File: src/hdl/sih_pkg.sv
`timescale 1ns / 1ps
package sih_pkg;

  localparam int SLOTS_LOG2  = 10;
  localparam int MAX_KEY_LEN = 64;
  localparam int STORE_BYTES = 16384;
  localparam int SLOT_DEPTH  = 1 << SLOTS_LOG2;

  localparam int IDX_W  = SLOTS_LOG2;          // slot index
  localparam int CNT_W  = SLOTS_LOG2 + 1;      // slot count / entry count
  localparam int LEN_W  = 7;                   // key length 0..64
  localparam int BUF_AW = 6;                   // key buffer address
  localparam int ST_AW  = 14;                  // key store address
  localparam int TOP_W  = 15;                  // store top 0..16384
  localparam int LG_W   = 4;

  localparam logic [31:0] FNV_BASIS = 32'd2166136261;
  localparam logic [31:0] FNV_PRIME = 32'd16777619;

  localparam logic [1:0] FUNC_INTERN = 2'd0;
  localparam logic [1:0] FUNC_LOOKUP = 2'd1;
  localparam logic [1:0] FUNC_CLEAR  = 2'd2;

  localparam logic [2:0] ST_FOUND      = 3'd0;
  localparam logic [2:0] ST_INSERTED   = 3'd1;
  localparam logic [2:0] ST_ABSENT     = 3'd2;
  localparam logic [2:0] ST_TABLE_FULL = 3'd3;
  localparam logic [2:0] ST_STORE_FULL = 3'd4;
  localparam logic [2:0] ST_TOO_LONG   = 3'd5;
  localparam logic [2:0] ST_CLEARED    = 3'd6;

  localparam logic REG_SLOT_LOG2   = 1'b0;
  localparam logic REG_ARENA_LIMIT = 1'b1;

  typedef struct packed {
    logic             used;
    logic [31:0]      hash;
    logic [LEN_W-1:0] len;
    logic [ST_AW-1:0] off;
  } slot_t;

  typedef struct packed {
    logic       in_acc;      // fold a key byte
    logic       key_clr;
    logic       table_clr;
    logic       sweep_step;
    logic       probe_init;
    logic       probe_next;
    logic       slot_rd;
    logic       i_clr;
    logic       i_inc;
    logic       cmp_rd;
    logic       cp_rd;
    logic       cp_wr;
    logic       insert;
    logic       pend_load;
    logic [2:0] pend_code;
    logic       pend_found;
    logic       out_load;
  } cmd_t;

  typedef struct packed {
    logic sweep_last;
    logic too_long;
    logic slot_used;
    logic slot_match;
    logic len_zero;
    logic byte_eq;
    logic i_last;
    logic probe_last;
    logic fits;
    logic out_free;
  } sts_t;

endpackage

File: src/hdl/sih_ctrl.sv
`timescale 1ns / 1ps
module sih_ctrl (
  input  logic          clk,
  input  logic          rst_n,
  input  logic          in_tvalid,
  output logic          in_tready,
  input  logic [1:0]    func,
  input  logic          has_byte,
  input  logic          last_byte,
  input  sih_pkg::sts_t sts,
  output sih_pkg::cmd_t cmd
);

  typedef enum logic [3:0] {
    S_SWEEP, S_IDLE, S_START, S_PROBE_RD, S_PROBE_CHK, S_CMP_RD, S_CMP_CHK,
    S_CP_RD, S_CP_WR, S_INSERT, S_EMIT
  } state_t;

  state_t state_r, state_nxt;
  logic   lookup_r, lookup_nxt;
  logic   clr_pend_r, clr_pend_nxt;

  assign in_tready = (state_r == S_IDLE);

  always_comb begin
    cmd          = '0;
    state_nxt    = state_r;
    lookup_nxt   = lookup_r;
    clr_pend_nxt = clr_pend_r;
    unique case (state_r)
      S_SWEEP: begin
        cmd.sweep_step = 1'b1;
        if (sts.sweep_last) begin
          state_nxt    = clr_pend_r ? S_EMIT : S_IDLE;
          clr_pend_nxt = 1'b0;
        end
      end
      S_IDLE: begin
        if (in_tvalid) begin
          if (func == sih_pkg::FUNC_CLEAR) begin
            cmd.table_clr = 1'b1;
            cmd.key_clr   = 1'b1;
            cmd.pend_load = 1'b1;
            cmd.pend_code = sih_pkg::ST_CLEARED;
            clr_pend_nxt  = 1'b1;
            state_nxt     = S_SWEEP;
          end else if (func == sih_pkg::FUNC_INTERN || func == sih_pkg::FUNC_LOOKUP) begin
            cmd.in_acc = has_byte;
            if (last_byte) begin
              lookup_nxt = (func == sih_pkg::FUNC_LOOKUP);
              state_nxt  = S_START;
            end
          end
        end
      end
      S_START: begin
        if (sts.too_long) begin
          cmd.pend_load = 1'b1;
          cmd.pend_code = sih_pkg::ST_TOO_LONG;
          state_nxt     = S_EMIT;
        end else begin
          cmd.probe_init = 1'b1;
          state_nxt      = S_PROBE_RD;
        end
      end
      S_PROBE_RD: begin
        cmd.slot_rd = 1'b1;
        state_nxt   = S_PROBE_CHK;
      end
      S_PROBE_CHK: begin
        if (!sts.slot_used) begin
          if (lookup_r) begin
            cmd.pend_load = 1'b1;
            cmd.pend_code = sih_pkg::ST_ABSENT;
            state_nxt     = S_EMIT;
          end else if (!sts.fits) begin
            cmd.pend_load = 1'b1;
            cmd.pend_code = sih_pkg::ST_STORE_FULL;
            state_nxt     = S_EMIT;
          end else begin
            cmd.i_clr = 1'b1;
            state_nxt = sts.len_zero ? S_INSERT : S_CP_RD;
          end
        end else if (sts.slot_match) begin
          if (sts.len_zero) begin
            cmd.pend_load  = 1'b1;
            cmd.pend_code  = sih_pkg::ST_FOUND;
            cmd.pend_found = 1'b1;
            state_nxt      = S_EMIT;
          end else begin
            cmd.i_clr = 1'b1;
            state_nxt = S_CMP_RD;
          end
        end else if (sts.probe_last) begin
          cmd.pend_load = 1'b1;
          cmd.pend_code = lookup_r ? sih_pkg::ST_ABSENT : sih_pkg::ST_TABLE_FULL;
          state_nxt     = S_EMIT;
        end else begin
          cmd.probe_next = 1'b1;
          state_nxt      = S_PROBE_RD;
        end
      end
      S_CMP_RD: begin
        cmd.cmp_rd = 1'b1;
        state_nxt  = S_CMP_CHK;
      end
      S_CMP_CHK: begin
        if (!sts.byte_eq) begin
          if (sts.probe_last) begin
            cmd.pend_load = 1'b1;
            cmd.pend_code = lookup_r ? sih_pkg::ST_ABSENT : sih_pkg::ST_TABLE_FULL;
            state_nxt     = S_EMIT;
          end else begin
            cmd.probe_next = 1'b1;
            state_nxt      = S_PROBE_RD;
          end
        end else if (sts.i_last) begin
          cmd.pend_load  = 1'b1;
          cmd.pend_code  = sih_pkg::ST_FOUND;
          cmd.pend_found = 1'b1;
          state_nxt      = S_EMIT;
        end else begin
          cmd.i_inc = 1'b1;
          state_nxt = S_CMP_RD;
        end
      end
      S_CP_RD: begin
        cmd.cp_rd = 1'b1;
        state_nxt = S_CP_WR;
      end
      S_CP_WR: begin
        cmd.cp_wr = 1'b1;
        cmd.i_inc = 1'b1;
        state_nxt = sts.i_last ? S_INSERT : S_CP_RD;
      end
      S_INSERT: begin
        cmd.insert = 1'b1;
        state_nxt  = S_EMIT;
      end
      S_EMIT: begin
        if (sts.out_free) begin
          cmd.out_load = 1'b1;
          cmd.key_clr  = 1'b1;
          state_nxt    = S_IDLE;
        end
      end
      default: state_nxt = S_IDLE;
    endcase
  end

  always_ff @(posedge clk) begin
    if (!rst_n) begin
      state_r    <= S_SWEEP;
      lookup_r   <= 1'b0;
      clr_pend_r <= 1'b0;
    end else begin
      state_r    <= state_nxt;
      lookup_r   <= lookup_nxt;
      clr_pend_r <= clr_pend_nxt;
    end
  end

endmodule

File: config.mk
export PLATFORM = sky130hd
export DESIGN_NAME = sih_ctrl
export DESIGN_NICKNAME = d
export VERILOG_FILES = /design/src/hdl/sih_pkg.sv /design/src/hdl/sih_ctrl.sv
export SDC_FILE = /design/constraint.sdc
export NUM_CORES = 1
export LEC_CHECK = 0
export BUFFER_PORTS_ARGS = -buffer_cell sky130_fd_sc_hd__buf_2
export CORE_MARGIN = 3
export CORE_UTILIZATION = 40
export DETAILED_ROUTE_END_ITERATION = 12
export MAX_ROUTING_LAYER = met4
export PLACE_DENSITY = 0.7
export SLEW_MARGIN = 20
export SYNTH_ARGS = -nofsm -noshare
export SYNTH_HDL_FRONTEND = slang
export SYNTH_SLANG_ARGS = --single-unit
File: constraint.sdc
create_clock -name clk -period 3.55 [get_ports clk]
set_input_delay 0.1775 -clock clk [delete_from_list [all_inputs] [get_ports clk]]
set_output_delay 0.1775 -clock clk [all_outputs]
set_load 0.02 [all_outputs]
### Word level (Yosys, flattened, before mapping)

Cells that the tools add are included.

* latch bits: 0
* register bits: 6
* memory bits (read-only): 0
* RAM bits: 0
* memories kept: 0
* output and inout bits: 20
* input bits: 17
* logic and storage cells: 100

* $lt $le $gt $ge: 0
* shifts and indexed selects: 0
* equality and inequality tests: 18
* muxes and demuxes: 71
* reductions and logical operators: 7
* bitwise logic cells: 1
* div/mod/pow operators: 0
* $add $sub $neg: 0
* multipliers: 0

Operators with widths (number)
* $mux W4: 27
* $pmux W4 S11: 1
* $mux W1: 33
* $eq A4 B3 Y1 const B: 4
* $pmux W4 S4: 1
* $eq A4 B4 Y1 const B: 3
* $mux W5: 2
* $pmux W1 S2: 5
* $reduce_and A5 Y1: 2
* $eq A4 B2 Y1 const B: 2
* $ne A2 B2 Y1 const B: 3
* $ne A3 B1 Y1 const B: 2
* $eq A4 B1 Y1 const B: 1
* $logic_not A4 Y1: 1
* $reduce_and A4 Y1: 1
* $mux W3: 1
* $eq A2 B1 Y1 const B: 1
* $eq A2 B2 Y1 const B: 1
* $logic_not A2 Y1: 1
* $mux W2: 1
* $ne A2 B1 Y1 const B: 1
* $reduce_bool A2 Y1: 1
* $logic_or A1 B1 Y1: 1
* $not A1 Y1: 1

### Logic depth before layout (Yosys ltp)

* depth after elaboration: 6
* mapped depth: 5
* gate-level depth less buffers: 4

### Least setup slack after synthesis

No wires, ideal clock.

* path type: reg2out
* start point: reg state_r[2]
* end point: out cmd[2] in the netlist's numbering
* arrival time: 1.758 ns
* slack: 1.614 ns
* buffers on the path: 0
* stages on the path, launching flop included: 5
* data required time: 3.372 ns
* cell sequence: dfxtp_1 > inv_2 > nor4_2 > a31oi_1 > o41ai_1

RTL lines
* from (decl): line sih_ctrl.sv:19 `state_t state_r, state_nxt;`
* from (signal assigned): line sih_ctrl.sv:157 `state_r <= state_nxt;`
* to (decl): line sih_ctrl.sv:11 `output sih_pkg::cmd_t cmd`

==> summary.md <==
| Metric | Value |
|---|---|
| Kind of path behind the tightest hold check | in -> reg |
| Number of global-route vias before repair | 878 |
| Clock latency at the later pin of the worst-skew pair | 0.24 ns |
| Number of clock sinks | 6 |
| Yosys cell types | 45 |
| Final net count | 173 |
| CTS tree | done |
| Xor and xnor area share after synthesis | 0.01053 |
| Maximum number of pins on one net before global-route repair | 18 |
| Run status | complete, no violations |
| Number of endpoints failing setup at the final stage | 0 |
| Effective utilization at floorplan | 0.4524 |
| Highest clock frequency the design can meet | 0.4233 GHz |
| Most common library cell in the layout ignoring fill and taps | buf_2 |
| Compound-Gate Fraction of Synth Area | 0.3173 |
| CP max FO | 17 |
| Yosys reg bits | 6 |
| Number of antenna violations at the first check in global routing | 0 |
| Setup Buffers After CTS | 0 |
| Worst EP arrival | 2.18 ns |
| Simple-gate area share of the yosys netlist | 0.3820 |
| Hold slack | 0.1896 ns |
| Via count | 1015 |
| Number of top-level pins | 37 |
| Tightest Pin Transition | 0.5339 ns |
| Worst setup path class | reg -> out |
| Total global routing overflow | 0 |
| Drt total wl | 2.514 mm |
| Max cap viols | 0 |
| Die span in y | 51.61 um |
| P_leak | 0.4875 nW |
| Worst slew margin relative to its limit | 0.6436 |
| Number of synthesized flops with an enable pin | 0 |
| Layout Skew | 0.002621 ns |
| Crit path required time | 3.37 ns |
| Yosys warns | 0 |
| H-Tree Level Count | 1 |
| Placed instance count | 176 |
| Final cell count without fillers | 179 |
| Worst reg2reg endpoint | state_r[3]$_SDFFE_PN0P_ |
| Period minus WS final | 2.362 ns |
| Die outline width | 51.61 um |
| Critical Path Source Type | flip-flop |
| Synth Area in Adders | 0 |
| R2R setup slack | 1.65 ns |
| P per Cell Area | 634.6 nW/um2 |
| Synthesized area | 832.0 um2 |
| Wire length per cell after detailed routing | 14.04 um |
| Placeable core region | 1839 um2 |
| Setup TNS after final layout | 0 ns |
| Post-Synthesis Mean Instance Area | 6.820 um2 |
| Worst VDD drop | 0.3439 mV |
| Sequential-to-total area share from yosys stat | 0.1444 |
| FILL cells | 196 |
| Fin. Hold Viols | 0 |
| Hold-fix buffer count after cts | 0 |
| Cell row count | 15 |
| All-layer global routing usage | 0.2012 |
| Die Outline Area | 2664 um2 |
| Final Power | 0.0006559 W |
| Count of cells resized by post-cts repair | 0 |
| Startpoint of the most critical register-to-register path | state_r[0]$_SDFFE_PN0P_ |
| Startpoint of the tightest hold check path | func[0] |
| Clock slew at the register clock pins of the worst setup and hold paths | 0.05 ns |
| Leading cell types in the layout, fill and taps excluded | 36 x buf_2, 12 x inv_1, 11 x nor2_1, 10 x nand2_1, 8 x nand2b_1 |
| Post-synthesis mux area share | 0.04812 |
| First drt pass iteration count | 4 |
| Routability cong. | 0.9401 |
| Number of cells traversed by the worst hold path | 3 |
| Worst reg2reg path depth | 4 |
| Quantity of I/O buffers inserted on ports | 36 |
| Hold Path End | lookup_r$_SDFFE_PN0P_ |
| Gate count of the mapped netlist | 122 |
| Pins Over Slew Limit | 0 |
| Largest family of logic cells by synthesized area | simple AND/OR/NAND/NOR gates |
| Clk root buf | clkbuf_4 |
| Share of flip-flops with an asynchronous set or reset | 0 |
| Signed area change from the synthesized netlist to the final layout | 24.21% |
| Synth Net Count | 139 |
| Fraction of final layout cells with drive strength greater than 1 | 0.2857 |
| Cts bufs inserted | 3 |
| Routed vias/inst | 5.670 |
| Kind of capture point of the worst setup path | primary output |
| Post-detailed-route DRC marker count | 0 |
| First-pass GRT wire length | 4.071 mm |
| Drt initial violations | 25 |
| HPWL after detailed placement | 1.988 mm |
| Tcrit/Tclk final | 0.6654 |
| Number of nets with antenna violations after routing | 0 |
| Unrepaired setup endpoints after global routing | false |
| Max clock buf depth | 2 |
| Count of antenna diodes in the layout | 0 |
| Most used flip-flop cell after synthesis | dfxtp_1 |
layout make-up:
| type | instances | area [um2] | share of cell area |
|---|---|---|---|
| tap | 25 | 31.28 | 0.03027 |
| inverter | 13 | 48.80 | 0.04722 |
| timing repair buffer | 36 | 180.2 | 0.1743 |
| multi-input combinational | 96 | 630.6 | 0.6102 |
| clock buffer | 3 | 22.52 | 0.02179 |
| sequential | 6 | 120.1 | 0.1162 |
through the flow:
step	setup slack, ns	util	instance area, um2
after floorplan	1.614	-	832.0
after global placement	1.575	0.5497	1011
after detailed placement	1.470	0.5497	1011
after CTS	1.200	0.5619	1033
after global routing	0.9363	0.5619	1033
final	1.188	0.5619	1033
worst max-delay path by stage:
stage | endpoint | startpoint | cells past startpoint | slack, ns
global route | cmd[4] | state_r[0]$_SDFFE_PN0P_ | 5 | 0.94
finish | cmd[4] | state_r[0]$_SDFFE_PN0P_ | 5 | 1.19
detailed placement | cmd[4] | state_r[0]$_SDFFE_PN0P_ | 5 | 1.47
floorplan | cmd[2] | state_r[2]$_SDFFE_PN0P_ | 4 | 1.61
global placement | cmd[4] | state_r[0]$_SDFFE_PN0P_ | 5 | 1.58
CTS | cmd[4] | state_r[0]$_SDFFE_PN0P_ | 5 | 1.20
sequential cells by signal (all words and copies together) (netlist names):
| signal | count |
|---|---|
| clr_pend_r | 1 |
| state_r | 4 |
| lookup_r | 1 |
Yosys cell counts (all sizes together), types with 2 or more instances:
master	count	share of area
a211oi	3	0.033
nand2	10	0.045
inv	13	0.059
clkbuf	4	0.018
a31oi	2	0.015
nand4b	2	0.021
o211ai	3	0.027
and2	3	0.023
or3	3	0.023
o21ai	3	0.018
buf	3	0.021
nor2	11	0.050
dfxtp	6	0.14
or2	2	0.015
a311oi	3	0.039
nand2b	8	0.060
nor3	4	0.024
o22ai	4	0.030
a21oi	7	0.042
o41ai	2	0.021
nand3	4	0.024
mux2i	4	0.048
power breakdown:
group	internal (W)	leakage, nW	switching, W
registers	0.0000871	0.0489	0.0000748
logic	0.000173	0.425	0.000258
clock network	0.0000383	0.0138	0.0000253
total	0.000298	0.488	0.000358
critical path, stage by stage, from the launching register on:
cell and delay (ns):
dfxtp_1 0.65, nor4b_2 0.52, nand4b_1 0.25, and2_1 0.24
o41ai_1 0.06, buf_2 0.21
metal layers:
layer	wire, um	vias up	global-route usage	share of wire
li1	-	513	-	-
met1	1216	456	0.2852	0.48
met2	1124	46	0.3030	0.45
met3	173	0	0.02579	0.069
met4	0	0	0.04803	0
met5	0	-	-	0
cells by family after synthesis:
logic type / count (synthesis)
simple gates: 55
compound gates: 36
buf+inv: 20
flops: 6
mux: 4
xor+xnor: 1
Power figures use the tool's default switching activity.
